### config.mk
export PLATFORM = sky130hd
export DESIGN_NAME = paged_address_translator_core
export DESIGN_NICKNAME = d
export VERILOG_FILES = /design/src/hdl/pat_pkg.sv /design/src/hdl/paged_address_translator_core.sv /design/src/hdl/pat_divider.sv /design/src/hdl/pat_table.sv
export SDC_FILE = /design/constraint.sdc
export NUM_CORES = 1
export LEC_CHECK = 0
export ABC_AREA = 1
export BUFFER_PORTS_ARGS = -buffer_cell sky130_fd_sc_hd__buf_4
export CORE_ASPECT_RATIO = 1.25
export CORE_MARGIN = 2
export CORE_UTILIZATION = 34
export DETAILED_ROUTE_END_ITERATION = 16
export MAX_ROUTING_LAYER = met4
export PLACE_DENSITY = 0.54
export SLEW_MARGIN = 20
export SYNTH_ARGS = -nofsm -noshare
export SYNTH_HDL_FRONTEND = slang
export SYNTH_SLANG_ARGS = --single-unit
### constraint.sdc
create_clock -name clock -period 9.7 [get_ports clock]
set_input_delay 0.97 -clock clock [delete_from_list [all_inputs] [get_ports clock]]
set_output_delay 0.97 -clock clock [all_outputs]
set_load 0.05 [all_outputs]
### src/hdl/pat_pkg.sv
package pat_pkg;

   // Table and datapath sizing
   localparam int TABLE_PAGES = 16;
   localparam int FRAME_BITS  = 8;
   localparam int ADDR_BITS   = 16;

   // Fixed port widths
   localparam int MAP_PAGE_W  = 4;
   localparam int MAP_FRAME_W = 8;
   localparam int LADDR_W     = 16;
   localparam int PSIZE_W     = 16;
   localparam int PHYS_W      = 24;
   localparam int PNUM_W      = 16;
   localparam int POFF_W      = 16;

   localparam logic [PSIZE_W-1:0] PAGE_SIZE_RESET = PSIZE_W'(1);

   // Derived widths
   localparam int PAGE_IDX_W = (TABLE_PAGES > 1) ? $clog2(TABLE_PAGES) : 1;
   localparam int REM_W      = ((ADDR_BITS > PSIZE_W) ? ADDR_BITS : PSIZE_W) + 1;
   localparam int DIV_CNT_W  = $clog2(ADDR_BITS);
   localparam int PROD_W     = FRAME_BITS + PSIZE_W + 1;

   // Input item function codes
   localparam logic FUNC_MAP       = 1'b0;
   localparam logic FUNC_TRANSLATE = 1'b1;

   typedef enum logic [2:0] {
      ST_IDLE,
      ST_DIVIDE,
      ST_LOOKUP,
      ST_MULTIPLY,
      ST_RESPOND
   } pat_state_type;

   // Table write request
   typedef struct packed {
      logic                  en;
      logic [PAGE_IDX_W-1:0] idx;
      logic [FRAME_BITS-1:0] frame;
      logic                  mapped;
   } pat_map_wr_type;

endpackage

### src/hdl/paged_address_translator_core.sv
// Single-level page table translator with an arbitrary (non power of two)
// page size set through csr_wr_en / csr_wr_data (reset value 1; write only
// while idle). A map beat (req_func = 0) writes one table entry in the cycle
// it is accepted and returns nothing; pages beyond the table are ignored.
// A translate beat (req_func = 1) divides the address by the page size in a
// restoring radix-2 divider, one quotient bit per cycle, then looks up the
// page and forms frame * page_size + offset. A translate beat passes
// through a start step, the divider iterations, lookup, multiply and the
// response load, which waits until the output register is free or
// draining. req_ready is low from the translate beat until its response is
// loaded into the output register; a map beat leaves req_ready high.
// Unmapped or out-of-range pages, and a zero page size, give rsp_fault = 1
// with rsp_physical_address = 0; page number and offset are still reported
// (zero page size: all-ones page number, offset = address).
module paged_address_translator_core
   import pat_pkg::*;
(
   input  logic                   clock,
   input  logic                   reset,

   // Page size register
   input  logic                   csr_wr_en,
   input  logic [PSIZE_W-1:0]     csr_wr_data,

   // Request channel
   input  logic                   req_valid,
   output logic                   req_ready,
   input  logic                   req_func,
   input  logic [MAP_PAGE_W-1:0]  req_map_page,
   input  logic [MAP_FRAME_W-1:0] req_map_frame,
   input  logic                   req_map_valid,
   input  logic [LADDR_W-1:0]     req_logical_address,

   // Response channel
   output logic                   rsp_valid,
   input  logic                   rsp_ready,
   output logic [PHYS_W-1:0]      rsp_physical_address,
   output logic [PNUM_W-1:0]      rsp_page_number,
   output logic [POFF_W-1:0]      rsp_page_offset,
   output logic                   rsp_fault
);

   pat_state_type state_ff, state_in;

   logic [PSIZE_W-1:0] page_size_ff;

   // Request accept
   logic req_beat;
   assign req_beat = req_valid & req_ready;

   // Table write on an accepted map beat
   pat_map_wr_type map_wr;
   always_comb begin
      map_wr.en     = req_beat && (req_func == FUNC_MAP) &&
                      (32'(req_map_page) < TABLE_PAGES);
      map_wr.idx    = PAGE_IDX_W'(req_map_page);
      map_wr.frame  = FRAME_BITS'(req_map_frame);
      map_wr.mapped = req_map_valid;
   end

   // Page number and offset divider
   logic                 div_start;
   logic                 div_done;
   logic [ADDR_BITS-1:0] div_quot;
   logic [REM_W-1:0]     div_rem;

   pat_divider u_divider (
      .clock     (clock),
      .reset     (reset),
      .start     (div_start),
      .dividend  (ADDR_BITS'(req_logical_address)),
      .divisor   (page_size_ff),
      .done      (div_done),
      .quotient  (div_quot),
      .remainder (div_rem)
   );

   // Page table
   logic [FRAME_BITS-1:0] tbl_frame;
   logic                  tbl_mapped;

   pat_table u_table (
      .clock     (clock),
      .reset     (reset),
      .wr        (map_wr),
      .rd_idx    (PAGE_IDX_W'(div_quot)),
      .rd_frame  (tbl_frame),
      .rd_mapped (tbl_mapped)
   );

   // Working registers
   logic [FRAME_BITS-1:0] frame_ff, frame_in;
   logic                  hit_ff, hit_in;
   logic [PNUM_W-1:0]     pnum_ff, pnum_in;
   logic [POFF_W-1:0]     poff_ff, poff_in;
   logic [PHYS_W-1:0]     phys_ff, phys_in;

   // Output register
   logic                  rsp_valid_ff, rsp_valid_in;
   logic [PHYS_W-1:0]     rsp_phys_ff, rsp_phys_in;
   logic [PNUM_W-1:0]     rsp_pnum_ff, rsp_pnum_in;
   logic [POFF_W-1:0]     rsp_poff_ff, rsp_poff_in;
   logic                  rsp_fault_ff, rsp_fault_in;

   logic              in_range;
   logic [PROD_W-1:0] product;

   assign in_range = (33'(div_quot) < 33'(TABLE_PAGES));
   assign product  = PROD_W'(frame_ff) * PROD_W'(page_size_ff) + PROD_W'(poff_ff);

   always_comb begin
      state_in     = state_ff;
      req_ready    = 1'b0;
      div_start    = 1'b0;
      frame_in     = frame_ff;
      hit_in       = hit_ff;
      pnum_in      = pnum_ff;
      poff_in      = poff_ff;
      phys_in      = phys_ff;
      rsp_phys_in  = rsp_phys_ff;
      rsp_pnum_in  = rsp_pnum_ff;
      rsp_poff_in  = rsp_poff_ff;
      rsp_fault_in = rsp_fault_ff;
      rsp_valid_in = rsp_valid_ff & ~rsp_ready;

      unique case (state_ff)
         ST_IDLE: begin
            req_ready = 1'b1;
            if (req_valid && (req_func == FUNC_TRANSLATE)) begin
               div_start = 1'b1;
               state_in  = ST_DIVIDE;
            end
         end
         ST_DIVIDE: begin
            if (div_done) begin
               state_in = ST_LOOKUP;
            end
         end
         ST_LOOKUP: begin
            // Zero page size always faults (quotient is all ones).
            frame_in = tbl_frame;
            hit_in   = (page_size_ff != '0) && in_range && tbl_mapped;
            pnum_in  = PNUM_W'(div_quot);
            poff_in  = POFF_W'(div_rem);
            state_in = ST_MULTIPLY;
         end
         ST_MULTIPLY: begin
            phys_in  = hit_ff ? PHYS_W'(product) : '0;
            state_in = ST_RESPOND;
         end
         ST_RESPOND: begin
            // Load once the output register is free or draining.
            if (!rsp_valid_ff || rsp_ready) begin
               rsp_valid_in = 1'b1;
               rsp_phys_in  = phys_ff;
               rsp_pnum_in  = pnum_ff;
               rsp_poff_in  = poff_ff;
               rsp_fault_in = ~hit_ff;
               state_in     = ST_IDLE;
            end
         end
         default: begin
            state_in = ST_IDLE;
         end
      endcase
   end

   always_ff @(posedge clock) begin
      if (reset) begin
         state_ff     <= ST_IDLE;
         page_size_ff <= PAGE_SIZE_RESET;
         rsp_valid_ff <= 1'b0;
      end else begin
         state_ff     <= state_in;
         rsp_valid_ff <= rsp_valid_in;
         if (csr_wr_en) begin
            page_size_ff <= csr_wr_data;
         end
      end
      frame_ff     <= frame_in;
      hit_ff       <= hit_in;
      pnum_ff      <= pnum_in;
      poff_ff      <= poff_in;
      phys_ff      <= phys_in;
      rsp_phys_ff  <= rsp_phys_in;
      rsp_pnum_ff  <= rsp_pnum_in;
      rsp_poff_ff  <= rsp_poff_in;
      rsp_fault_ff <= rsp_fault_in;
   end

   assign rsp_valid            = rsp_valid_ff;
   assign rsp_physical_address = rsp_phys_ff;
   assign rsp_page_number      = rsp_pnum_ff;
   assign rsp_page_offset      = rsp_poff_ff;
   assign rsp_fault            = rsp_fault_ff;

endmodule

### src/hdl/pat_divider.sv
module pat_divider
   import pat_pkg::*;
(
   input  logic                 clock,
   input  logic                 reset,
   input  logic                 start,
   input  logic [ADDR_BITS-1:0] dividend,
   input  logic [PSIZE_W-1:0]   divisor,
   output logic                 done,
   output logic [ADDR_BITS-1:0] quotient,
   output logic [REM_W-1:0]     remainder
);

   // Restoring radix-2 divider, one quotient bit per cycle.
   // A zero divisor yields all-ones quotient and remainder = dividend.
   logic                 active_ff, active_in;
   logic                 done_ff, done_in;
   logic [DIV_CNT_W-1:0] cnt_ff, cnt_in;
   logic [ADDR_BITS-1:0] quot_ff, quot_in;
   logic [REM_W-1:0]     rem_ff, rem_in;

   logic [REM_W-1:0] rem_shift;
   logic [REM_W-1:0] divisor_ext;
   logic [REM_W-1:0] diff;
   logic             ge;

   assign divisor_ext = REM_W'(divisor);
   assign rem_shift   = {rem_ff[REM_W-2:0], quot_ff[ADDR_BITS-1]};
   assign ge          = (rem_shift >= divisor_ext);
   assign diff        = rem_shift - divisor_ext;

   always_comb begin
      active_in = active_ff;
      done_in   = 1'b0;
      cnt_in    = cnt_ff;
      quot_in   = quot_ff;
      rem_in    = rem_ff;
      if (start) begin
         active_in = 1'b1;
         cnt_in    = DIV_CNT_W'(ADDR_BITS - 1);
         quot_in   = dividend;
         rem_in    = '0;
      end else if (active_ff) begin
         quot_in = {quot_ff[ADDR_BITS-2:0], ge};
         rem_in  = ge ? diff : rem_shift;
         cnt_in  = cnt_ff - DIV_CNT_W'(1);
         if (cnt_ff == '0) begin
            active_in = 1'b0;
            done_in   = 1'b1;
         end
      end
   end

   always_ff @(posedge clock) begin
      if (reset) begin
         active_ff <= 1'b0;
         done_ff   <= 1'b0;
      end else begin
         active_ff <= active_in;
         done_ff   <= done_in;
      end
      cnt_ff  <= cnt_in;
      quot_ff <= quot_in;
      rem_ff  <= rem_in;
   end

   assign done      = done_ff;
   assign quotient  = quot_ff;
   assign remainder = rem_ff;

endmodule

### src/hdl/pat_table.sv
module pat_table
   import pat_pkg::*;
(
   input  logic                  clock,
   input  logic                  reset,
   input  pat_map_wr_type        wr,
   input  logic [PAGE_IDX_W-1:0] rd_idx,
   output logic [FRAME_BITS-1:0] rd_frame,
   output logic                  rd_mapped
);

   // Mapped flags clear on reset; frame of an unmapped entry is never used.
   logic [FRAME_BITS-1:0]  frame_ff [TABLE_PAGES];
   logic [TABLE_PAGES-1:0] mapped_ff;

   always_ff @(posedge clock) begin
      if (reset) begin
         mapped_ff <= '0;
      end else if (wr.en) begin
         mapped_ff[wr.idx] <= wr.mapped;
      end
      if (wr.en) begin
         frame_ff[wr.idx] <= wr.frame;
      end
   end

   assign rd_frame  = frame_ff[rd_idx];
   assign rd_mapped = mapped_ff[rd_idx];

endmodule

# Word-level counts from Yosys, hierarchy flattened
# Memory sizes are Yosys's and may differ from the RTL's. A register that Yosys moved wholly into a read port is not among the register bits.
# Cells that the tools add are included.
word_totals:
  inputBits: 51
  out_inout_bits: 59
  word_cells: 77
  regBits: 188
  ramBits: 128
  mem_count: 1
memory_table:
  columns: ["memory", "words", "width", "rd", "rd_clocked_by_memory_dff", "write_ports", "line", "source"]
  rows:
  - ["u_table.frame_ff", 16, 8, 1, 1, 1, "pat_table.sv:13", "logic [FRAME_BITS-1:0] frame_ff [TABLE_PAGES];"]
op_classes:
  mul: 1
  magnitude_cmp: 5
  mux: 23
  reduce_logical: 14
  bitwise_logic: 6
  n_addsub: 3
  n_eq_ne: 7
ops:
  columns: ["cell", "n"]
  rows:
  - ["$mux W16", 3]
  - ["$add A24 B16 Y24", 1]
  - ["$mul A8 B16 Y24", 1]
  - ["$ge A17 B16 Y1", 1]
  - ["$bwmux W16", 1]
  - ["$lt A16 B5 Y1 const B", 1]
  - ["$reduce_bool A16 Y1", 1]
  - ["$sub A16 B16 Y16", 1]
  - ["$pmux W3 S5", 1]
  - ["$mux W1", 13]
  - ["$lt A4 B5 Y1 const B", 2]
  - ["$mux W3", 3]
  - ["$eq A3 B2 Y1 const B", 2]
  - ["$logic_and A1 B1 Y1", 5]
  - ["$bmux W1 S4", 1]
  - ["$demux W1 S4", 1]
  - ["$ge A4 B1 Y1 const B", 1]
  - ["$logic_not A4 Y1", 1]
  - ["$ne A2 B2 Y1 const B", 2]
  - ["$not A1 Y1", 4]
  - ["$sub A4 B1 Y4 const B", 1]
  - ["$eq A3 B1 Y1 const B", 1]
  - ["$eq A3 B3 Y1 const B", 1]
  - ["$logic_not A3 Y1", 1]
  - ["other kinds (8)", 9]

# Logic depth before layout (Yosys ltp)
# Gate-level depths: netlist (run 1).
depth:
  word_depth: 6
  mapped_depth: 24
  depth_no_buf: 22

# Hierarchy
# A second synthesis (run 1) with hierarchy kept.
hier_totals:
  hier_cells: 2145
  hier_area_um2: 19029.5
modules_own_cells:
  columns: ["mod", "area_each_um2", "instances", "cells_each", "seq_area_each_um2"]
  rows:
  - ["paged_address_translator_core", 9705.6, 1, 1028, 4063.9]
  - ["pat_table", 6404.9, 1, 664, 4164.0]
  - ["pat_divider", 2919.0, 1, 453, 940.9]

# Worst setup path before layout (run 1)
# OpenSTA, ideal clock, no wires.
synth_timing:
  kind: "register to register"
  start: "register frame_ff[7], read port of u_table.frame_ff"
  end: "register phys_ff[15], data pin"
  path_buffers: 2
  synth_period_minus_slack_ps: 4516
  required_time_ps: 9447
  path_slack_ps: 5184
  t_arrival_ps: 4263
  setup_time_ps: 253
  stages_incl_launch_ff: 21
  cell_sequence: "edfxtp_1 clkbuf_1 clkbuf_1 nand2_1 fa_1 fa_1 inv_1 fa_1 inv_1 fa_1 inv_1 ha_1 nand2_1 inv_1 nand2_1 o21ai_1 inv_1 o21ai_0 nand2_1 nand2_1 nor2_1"
synth_between:
  elab_chain_cells: 2
synth_lines:
  columns: ["item", "line", "source"]
  rows:
  - ["from (decl)", "paged_address_translator_core.sv:92", "logic [FRAME_BITS-1:0] frame_ff, frame_in;"]
  - ["$mul A8 B16 Y24", "paged_address_translator_core.sv:109", "assign product = PROD_W'(frame_ff) * PROD_W'(page_size_ff) + PROD_W'(poff_ff);"]
  - ["$add A24 B16 Y24", "paged_address_translator_core.sv:109", null]
  - ["to (signal assigned)", "paged_address_translator_core.sv:184", "phys_ff <= phys_in;"]
  - ["to (decl)", "paged_address_translator_core.sv:96", "logic [PHYS_W-1:0] phys_ff, phys_in;"]
# Every way passes these cells.
# A chain may end at the register's enable or synchronous reset.

# Worst setup path in the final report (run 1)
layout_timing:
  start: "register frame_ff[1], read port of u_table.frame_ff"
  end: "register phys_ff[15], data pin"
# The elaborated chain is that of the path after synthesis.

==> key figures, run 1 <==
Yosys
  • Syn avg cell area: 9.71 sq um
  • Syn Inst Count: 1847
  • Biggest area consumer among synthesized cells: edfxtp_1
  • Netlist cell types: 44
  • Area contributors post-synth: edfxtp_1 (45%), fa_1 (11%), nand2_1 (7.6%), inv_1 (7.3%), dfxtp_1 (6.5%)
  • Seq cells post-synth: 324
  • Total nets after synthesis: 2060
  • Ys Warns: 0
  • Post-synth top area share: 0.445
  • Post-Syn Area: 0.0179 sq mm
  • Post-synthesis sequential area ratio: 0.510

Setup path
  • Worst r2r src: frame_ff[1]
  • CP Capture Type: register
  • Critical path class: register to register
  • Most Frequent Cell on Critical Path: inv_1
  • R2R depth: 18
  • CP top delay family: adder cells
  • Slowest stage delay, CP: 720 ps
  • Worst Path Max Fanout: 16
  • CP cell instances: nand2_1, fa_1, inv_1, fa_1, inv_1, fa_1, fa_1, inv_1, ha_1, a21oi_1, nand2_1, inv_1, o21ai_1, inv_1, o21ai_0, nand2_1, nand2_1, nor2_1
  • Slowest cell on the critical path: edfxtp_1
  • Critical path buffers and inverters: 5
  • Reg2reg setup slack: 4670 ps
  • CP Launch Type: register
  • Worst endpoint data arrival time: 5330 ps
  • CP Data Required Time: 10000 ps
  • RR Endpoint: phys_ff[15]

GRT
  • Met3 Use GR: 0.0255
  • Grt ovf: 0
  • GRT Total Usage: 0.176
  • GR Layer Usage met2: 0.315
  • Vias in the first global route: 12800
  • Global-route wire length before repair: 71700 microns
  • Met1 Use GR: 0.200
  • Most used routing layer: met2
  • Largest net degree at the start of global routing: 77
  • Antenna violations before repair: 0

Routing
  • Via count: 12500
  • Routed WL per cell: 17.4 microns
  • DRC: 0
  • Pre-antenna DRT Iters: 5
  • ANT nets after route: 0
  • Iter 0 DRT Violations: 676
  • Vias per cell: 4.76
  • Routed wire length: 45800 microns

Power and ir drop
  • Leakage: 9.21 nW
  • PD cells: 239 mW/mm^2
  • Max IR drop VDD: 0.126 mV

Die
  • Row count: 94
  • Core Box Area: 0.0525 sq mm
  • Die width: 209 microns
  • Starting Density: 0.342
  • Die height: 261 microns
  • Ports: 110
  • Die ar.: 0.0546 sq mm

Flow run
  • Maximum capacitance violations: 0

Clocking
  • Root buf cell: clkbuf_16
  • Setup bufs post-CTS: 0
  • CTS tree: yes
  • H-tree lvl count: 2
  • Clk_lat worst skew: 570 ps
  • Post_cts resized: 0
  • CTS Buf Count: 36
  • Worst-case clock buffer depth: 3
  • Hold_buf cts: 0
  • CTS sink cnt: 324
  • Clk slew on worst S/H paths: 60 ps

Hold path
  • Worst hold start: phys_ff[18]
  • Hold Path Stages: 0
  • End point of the worst hold path: rsp_physical_address[18]
  • Worst hold path type: register to register

STA
  • Worst slew pin tran: 1160 ps
  • Final setup vio count: 0
  • Fmax: 199 MHz
  • Final period util: 0.519
  • RSZ-0062 raised after global routing: false
  • Relative slew slack: 0.227
  • Endpoints failing hold: 0
  • Slew Limit Fails: 0
  • Min cycle time layout: 5030 ps
  • Setup TNS: 0 ps
  • Clk_skew: 25.5 ps

Final layout
  • Final #Nets: 2142
  • Antenna diodes: 0
  • Core Util, Final: 0.393
  • Layout fillers: 5215
  • Layout cells sized above 1: 0.106
  • Synth-to-layout area growth: 14.8%
  • Final Instance Count excl. Fillers: 2629
  • Multi-input gate area in the final layout: 0.00716 sq mm
  • Register area: 0.00915 sq mm

Placed design
  • HPWL after detailed placement: 33500 microns
  • Number of port buffers: 109
  • GPL Wtd Cong: 0.894
  • DP Cell Count: 2563

Status
  • Outcome: complete, no violations
==> worst register-to-register path: stages (launching register included) <==
cell and delay [ps]:
edfxtp_1 720, nand2_1 160, fa_1 520, inv_1 50, fa_1 490, inv_1 50
fa_1 460, fa_1 540, inv_1 40, ha_1 380, a21oi_1 130, nand2_1 230
inv_1 120, o21ai_1 330, inv_1 70, o21ai_0 260, nand2_1 80, nand2_1 70
nor2_1 70
==> how the worst max path moves through the flow <==
stage,to,start,cells past startpoint
after floorplan,phys_ff[15],frame_ff[7],20
after CTS,phys_ff[15],frame_ff[1],18
after detailed placement,phys_ff[15],frame_ff[1],18
final,phys_ff[15],frame_ff[1],18
after global placement,phys_ff[15],frame_ff[1],18
after global routing,phys_ff[15],frame_ff[1],21
==> power by group <==
part | total (mW) | switching, mW | leakage [nW] | internal, mW
registers | 1.71 | 0.0885 | 2.89 | 1.62
clock network | 1.37 | 0.591 | 0.579 | 0.780
logic | 1.84 | 1.23 | 5.74 | 0.608
total | 4.92 | 1.91 | 9.21 | 3.01
==> synth_stat cells <==
library cell and instances:
ha_1 61, clkbuf_1 63, nand3b_1 7, nand2_8 1
a31oi_1 1, buf_2 6, inv_1 349, buf_1 4
o211ai_1 8, xnor2_1 6, nor2_2 1, buf_8 1
nor2_8 1, a21boi_0 1, and2_1 2, a22oi_1 3
o21ai_1 1, a21oi_1 97, dfxtp_1 58, o221ai_1 25
nand2_2 5, o21ai_0 112, nand2_1 362, o21a_1 6
nand4_1 9, nor3_2 9, inv_2 5, nor4_1 5
buf_6 2, o22ai_1 7, nand3_1 78, a21oi_2 1
o21bai_1 3, edfxtp_1 266, nor2_1 156, fa_1 101
nand3_2 2, a21o_1 3, a211oi_1 1, clkinv_1 3
mux2_2 2, nand2_4 1, nor3_1 9, xor2_1 3
==> layer usage <==
layer,vias up,wire (microns)
met5,-,0
met4,0,1560
met3,79,1650
met2,215,23600
met1,6074,19000
li1,6144,-
==> cells in the final DEF (no fill, tap or decap), types with 3 or more instances in the layout <==
master	instances
nand2_1	362
inv_1	349
edfxtp_1	266
nor2_1	152
buf_4	120
o21ai_0	112
fa_1	101
a21oi_1	96
nand3_1	78
ha_1	61
dfxtp_1	58
clkbuf_16	36
o221ai_1	25
nor3_2	9
nor3_1	9
nand4_1	9
clkinv_2	9
o211ai_1	8
clkinv_1	7
o22ai_1	7
nand3b_1	7
clkbuf_1	7
o21a_1	6
xnor2_1	6
inv_2	5
nand2_2	5
nor4_1	5
nor2_2	4
a22oi_1	3
o21bai_1	3
a21o_1	3
xor2_1	3
clkinv_16	3
bufinv_16	3
==> kinds of logic (layout without fill, tap and decap cells) <==
logic type / after synthesis / count (layout) / synth area share
AO/OA/AOI/OAI: 269 / 269 / 0.0845
XOR/XNOR: 9 / 9 / 0.00439
adder cells (fa/ha/maj): 162 / 162 / 0.155
buffers and inverters: 433 / 543 / 0.0925
flip-flops: 324 / 324 / 0.510
multiplexers: 2 / 2 / 0.00126
AND/OR/NAND/NOR: 648 / 648 / 0.152
==> registers in the layout, summed over array words and instances, names as in the netlist, 8 cells and up <==
register	count
u_table.frame_ff	128
phys_ff	24
rsp_physical_address	24
page_size_ff	16
pnum_ff	16
poff_ff	16
rsp_page_number	16
rsp_page_offset	16
u_divider.quotient	16
u_divider.remainder	16
u_table.mapped_ff	16
frame_ff	8
==> area by class of cell <==
class                      instances  area share
clock buffer                      43      0.0450
clock inverter                    23      0.0132
inverter                         357      0.0651
multi-input combinational       1090       0.348
sequential                       324       0.444
tap                              672      0.0408
timing repair buffer             120      0.0438
==> metrics by stage <==
stage	cell area [sq um]	setup slack, ps	hold WS (ps)	power [mW]
final	20600	4670	416	4.92
after global routing	20600	4420	422	5.29
after CTS	20600	4720	418	4.98
after detailed placement	19400	4770	405	3.58
after floorplan	17900	5180	400	3.08
after global placement	19400	4750	402	3.57
Power figures use the tool's default switching activity.
==> run 2, diff against run 1 <==
==> constraint.sdc (replaced) <==
create_clock -name clock -period 4.7 [get_ports clock]
set_input_delay 0.47 -clock clock [delete_from_list [all_inputs] [get_ports clock]]
set_output_delay 0.47 -clock clock [all_outputs]
set_load 0.05 [all_outputs]
==> key figures, run 2 (same netlist as run 1, synthesis figures left out) <==
Final layout
  • Leading cell type in the layout, fill and taps excluded: nand2_1
  • Multi-input gate area in the final layout: 0.00732 sq mm (+2.3%)
  • Register area: 0.00916 sq mm (about the same)
  • Antenna diodes: 0 (unchanged)
  • Core Util, Final: 0.403 (+0.0102)
  • Max FFs per register: 128 (unchanged)
  • Layout cells sized above 1: 0.137 (+0.0312)
  • Layout fillers: 5101 (-2.2%)
  • Most frequent cells in the layout: nand2_1 (361), inv_1 (346), edfxtp_1 (266), nor2_1 (152), buf_4 (150)
  • Synth-to-layout area growth: 17.7%
  • Final #Nets: 2179 (+1.7%)
  • Fin area: 0.0211 sq mm (+2.6%)
  • Most flop-heavy register: u_table.frame_ff

Power and ir drop
  • Leakage: 9.42 nW (+2.3%)
  • PD cells: 500 mW/mm^2 (+110%)
  • Max IR drop VDD: 0.279 mV (+120%)

Setup path
  • Crit path capture: phys_ff[22]
  • CP Launch Type: register
  • R2R depth: 20 (+2)
  • CP Data Required Time: 5000 ps (-5000 ps)
  • Worst r2r src: frame_ff[2]
  • CP Capture Type: register
  • Worst endpoint data arrival time: 4840 ps (-490 ps)
  • Reg2reg setup slack: 150 ps (-4510 ps)
  • RR Endpoint: phys_ff[22]
  • Worst Path Max Fanout: 16 (unchanged)
  • Critical path class: register to register
  • CP Launch Point: frame_ff[2]

Clocking
  • Root buf cell: clkbuf_16
  • CTS sink cnt: 324 (unchanged)
  • Clk slew on worst S/H paths: 60 ps (about the same)
  • CTS Buf Count: 36 (unchanged)
  • Hold_buf cts: 0 (unchanged)
  • Worst-case clock buffer depth: 3 (unchanged)
  • Clk_lat worst skew: 580 ps (about the same)
  • H-tree lvl count: 2 (unchanged)
  • CTS tree: yes

GRT
  • Antenna violations before repair: 0 (unchanged)
  • Vias in the first global route: 13200 (+2.6%)
  • Grt ovf: 0 (unchanged)
  • GRT Total Usage: 0.173 (-0.00232)
  • Largest net degree at the start of global routing: 76 (-1.3%)
  • Global-route wire length before repair: 71500 microns (-0.38%)

STA
  • Fmax: 220 MHz (+11%)
  • Final period util: 0.967 (+0.448)
  • Endpoints failing hold: 0 (unchanged)
  • Setup ws final: 154 ps (-4510 ps)
  • Clk_skew: 40.0 ps (+14.5 ps)
  • Relative slew slack: 0.300 (+0.0730)
  • Setup TNS: 0 ps (unchanged)
  • Min cycle time layout: 4550 ps (-485 ps)
  • Final setup vio count: 0 (unchanged)
  • Worst slew pin tran: 1040 ps (-111 ps)
  • Slew Limit Fails: 0 (unchanged)

Die
  • Die height: 261 microns (unchanged)
  • Ports: 110 (unchanged)
  • Core Box Area: 0.0525 sq mm (unchanged)
  • Starting Density: 0.342 (unchanged)
  • Die width: 209 microns (unchanged)
  • Die ar.: 0.0546 sq mm (unchanged)
  • Row count: 94 (unchanged)

Status
  • Outcome: complete, no violations

Routing
  • Via count: 12700 (+1.6%)
  • DRC: 0 (unchanged)
  • Vias per cell: 4.77 (+0.18%)
  • ANT nets after route: 0 (unchanged)
  • Pre-antenna DRT Iters: 5 (unchanged)
  • Iter 0 DRT Violations: 662 (-2.1%)
  • Routed wire length: 45300 microns (-1.1%)
  • Routed WL per cell: 17.0 microns (-2.4%)

Placed design
  • GPL Wtd Cong: 0.899 (+0.56%)
  • HPWL after detailed placement: 32800 microns (-2.2%)
  • Number of port buffers: 109 (unchanged)
  • Place WS: -77.0 ps (-4840 ps)
  • Placed Area: 0.0197 sq mm (+1.6%)

Flow run
  • Maximum capacitance violations: 0 (unchanged)

Hold path
  • Worst hold path type: primary input to register
run 2: power breakdown:
part           internal [mW]  switching (mW)  leakage [nW]  total [mW]
sequential              3.34           0.155          2.89        3.50
combinational           1.53            2.67          5.96        4.20
clock                   1.66            1.22         0.572        2.88
run 2: repair_timing:
action	CTS	global route
gates resized for setup	0	43
setup buffers	3	2
pin swaps	0	10
endpoints found under the setup margin	2	13
run 2: worst min path at each step:
stage                startpoint                       end  depth (start not counted)
CTS                       reset       u_divider.active_ff                          2
global placement    phys_ff[23]  rsp_physical_address[23]                          0
floorplan            pnum_ff[0]        rsp_page_number[0]                          0
finish                    reset       u_divider.active_ff                          2
global route              reset                 rsp_valid                          2
detailed placement  phys_ff[10]  rsp_physical_address[10]                          0
run 2: routing by layer:
layer,global-route usage,up-vias,wire (microns)
li1,-,6205,-
met1,0.196,6124,18300
met2,0.309,292,23300
met3,0.0260,85,2140
met4,0.0682,0,1580
met5,-,-,0
run 2: per-stage QoR:
stage | hold slack [ps] | instances | total power, mW
finish | 129 | 2665 | 10.6
global route | 104 | 2665 | 11.4
CTS | 97.2 | 2663 | 10.4
detailed placement | 405 | 2595 | 7.48
global placement | 402 | 2595 | 7.44
floorplan | 400 | 1847 | 6.36
run 2: worst max-delay path: stages, from the launching register on:
cell	delay, ps
edfxtp_1	410
buf_12	180
nand2_1	70
inv_1	50
fa_1	600
fa_1	460
fa_1	560
inv_1	60
fa_1	520
inv_1	60
ha_4	290
nand2_1	60
inv_1	80
buf_4	100
nand2_1	70
nor3_2	230
nand4_1	150
nand3_2	120
nand2_1	50
nand2_1	60
nor2_1	50
run 2: area by class of cell:
| cell class | instances | area share |
|---|---|---|
| flip-flops and latches | 324 | 0.433 |
| multi-input cells | 1090 | 0.347 |
| inverters | 357 | 0.0634 |
| repair buffers | 157 | 0.0591 |
| clock buffers | 44 | 0.0441 |
| well taps | 672 | 0.0398 |
| clock inverters | 21 | 0.0134 |
==> run 3, diff against run 2 <==
--- a/config.mk
+++ b/config.mk
@@ -13,6 +13,7 @@
 export DETAILED_ROUTE_END_ITERATION = 16
 export MAX_ROUTING_LAYER = met4
 export PLACE_DENSITY = 0.54
+export RECOVER_POWER = 100
 export SLEW_MARGIN = 20
 export SYNTH_ARGS = -nofsm -noshare
 export SYNTH_HDL_FRONTEND = slang
==> key figures, run 3 (same netlist as run 1, synthesis figures left out) <==
Status
  • Outcome: finished with violations
  • Failing checks: capacitance limit, slew limit

Power and ir drop
  • Clock Power Share: 0.273 (about the same)
  • PD cells: 509 mW/mm^2 (+1.6%)
  • Leakage: 9.14 nW (-3.0%)
  • Sw frac: 0.383 (about the same)
  • Cell Int Power: 6.52 mW (-0.13%)
  • Gate power share: 0.396 (about the same)
  • Net Sw Power: 4.04 mW (about the same)
  • Seq pwr share: 0.331 (about the same)
  • Design Power: 10.6 mW (-0.10%)
  • Max IR drop VDD: 0.280 mV (+0.20%)

Clocking
  • Clk_lat worst skew: 580 ps (about the same)
  • CTS sink cnt: 324 (unchanged)
  • Clk slew on worst S/H paths: 60 ps (about the same)
  • CTS Buf Count: 36 (unchanged)
  • Hold_buf cts: 0 (unchanged)
  • H-tree lvl count: 2 (unchanged)
  • CTS tree: yes
  • Worst-case clock buffer depth: 3 (unchanged)
  • Root buf cell: clkbuf_16

Setup path
  • CP cell instances: buf_12, nand2_1, inv_1, fa_1, fa_1, fa_1, inv_1, fa_1, inv_1, ha_4, nand2_1, inv_1, buf_4, nand2_1, nor3_2, nand4_1, nand3_2, nand2_1, nand2_1, nor2_1
  • Slowest cell on the critical path: fa_1
  • Slowest stage delay, CP: 600 ps (about the same)
  • Critical path class: register to register
  • CP Launch Type: register
  • CP Capture Type: register
  • CP top delay family: adder cells
  • Critical path buffers and inverters: 6 (unchanged)
  • Most Frequent Cell on Critical Path: nand2_1
  • Worst Path Max Fanout: 16 (unchanged)
  • CP Data Required Time: 5000 ps (about the same)
  • Worst endpoint data arrival time: 4820 ps (-20 ps)

Placed design
  • DP Cell Count: 2595 (unchanged)
  • Number of port buffers: 109 (unchanged)
  • HPWL after detailed placement: 32800 microns (unchanged)
  • GPL Wtd Cong: 0.899 (unchanged)

Final layout
  • Multi-input gate area in the final layout: 0.00725 sq mm (-1.1%)
  • Register area: 0.00916 sq mm (unchanged)
  • Leading cell type in the layout, fill and taps excluded: nand2_1
  • Most flop-heavy register: u_table.frame_ff
  • Most frequent cells in the layout: nand2_1 (361), inv_1 (348), edfxtp_1 (266), nor2_1 (155), o21ai_0 (111)
  • Synth-to-layout area growth: 15.7%
  • Max FFs per register: 128 (unchanged)
  • Final #Nets: 2179 (unchanged)
  • Layout cells sized above 1: 0.0913 (-0.0462)
  • Final Instance Count excl. Fillers: 2665 (unchanged)
  • Antenna diodes: 0 (unchanged)
  • Layout fillers: 5163 (+1.2%)

GRT
  • Vias in the first global route: 13200 (unchanged)
  • Largest net degree at the start of global routing: 76 (unchanged)
  • Antenna violations before repair: 0 (unchanged)
  • Grt ovf: 0 (unchanged)
  • Global-route wire length before repair: 71500 microns (unchanged)
  • GRT Total Usage: 0.173 (unchanged)

Routing
  • DRC: 0 (unchanged)
  • Pre-antenna DRT Iters: 5 (unchanged)
  • Iter 0 DRT Violations: 685 (+3.5%)
  • Vias per cell: 4.78 (+0.28%)
  • Routed wire length: 45400 microns (+0.24%)
  • Via count: 12700 (+0.28%)
  • Routed WL per cell: 17.0 microns (+0.24%)
  • ANT nets after route: 0 (unchanged)

Die
  • Die width: 209 microns (unchanged)
  • Row count: 94 (unchanged)
  • Die height: 261 microns (unchanged)
  • Core Box Area: 0.0525 sq mm (unchanged)
  • Starting Density: 0.342 (unchanged)
  • Die ar.: 0.0546 sq mm (unchanged)
  • Ports: 110 (unchanged)

STA
  • Final period util: 0.963 (-0.00403)
  • Fmax: 221 MHz (+0.42%)
  • Final setup vio count: 0 (unchanged)
  • Min cycle time layout: 4530 ps (-18.9 ps)
  • Relative slew slack: -1.19 (-1.49)
  • Clk_skew: 41.3 ps (+1.35 ps)
  • Worst slew pin tran: 3280 ps (+2240 ps)
  • Slew Limit Fails: 259 (+259)
  • Endpoints failing hold: 0 (unchanged)
  • Hold WS: 129 ps (-0.220 ps)

Flow run
  • Maximum capacitance violations: 12 (+12)

Hold path
  • Worst hold path type: primary input to register
[run 3: changes by cell type in the layout (fill, tap and decap cells not counted), sizes merged]
cell	change
buf	-77
clkbuf	+77
[run 3: final cells by class]
type	count	area share
Multi-Input combinational cell	1090	0.349
Tap cell	672	0.0405
Clock inverter	21	0.0136
Clock buffer	44	0.0448
Timing Repair Buffer	157	0.0465
Inverter	357	0.0645
Sequential cell	324	0.441
[run 3: power groups by stage]
stage	clock network, mW	logic (mW)	registers, mW
finish	2.88	4.18	3.50
CTS	2.96	3.95	3.50
global placement	0	3.88	3.56
global route	3.07	4.75	3.52
detailed placement	0	3.91	3.56
floorplan	0	2.87	3.49
[run 3: metal layers]
metal | global-route usage | wire [microns] | part of all wire
met1 | 0.196 | 18600 | 0.41
met2 | 0.309 | 23300 | 0.51
met3 | 0.0260 | 2000 | 0.044
met4 | 0.0682 | 1590 | 0.035
met5 | - | 0 | 0
[run 3: path summary, 6_finish.rpt]
check | startpoint | to | slack (ps) | cells after the start
worst max-delay path | frame_ff[2] | phys_ff[22] | 170 | 20
worst min-delay path | reset | state_ff[1] | 130 | 2
worst max register to register | frame_ff[2] | phys_ff[22] | 170 | 20
worst min register to register | phys_ff[8] | rsp_physical_address[8] | 410 | 0
[run 3: worst reg2reg max path: cells and delay by family, from the launching register on]
kind / cells / cell delay [ps]
buf+inv: 6 / 530
flops: 1 / 410
fa+ha+maj: 5 / 2430
simple gates: 9 / 860
[run 3: stage by stage]
step / utilization / TNS (ps) / area [sq um] / setup WS [ps]
2_1_floorplan: - / 0 / 17900 / 184
3_3_place_gp: 0.375 / 0 / 19700 / 23.9
3_5_place_dp: 0.375 / -103 / 19700 / -77.0
4_1_cts: 0.399 / 0 / 20900 / 4.18
5_1_grt: 0.396 / -37.1 / 20800 / -26.4
6_report: 0.396 / 0 / 20800 / 173
[run 3: repair_timing]
item	in CTS	in global routing
pin swaps	0	10
gates cloned	0	0
endpoints found under the setup margin	2	13
resized for setup	0	43
buffers inserted	3	2
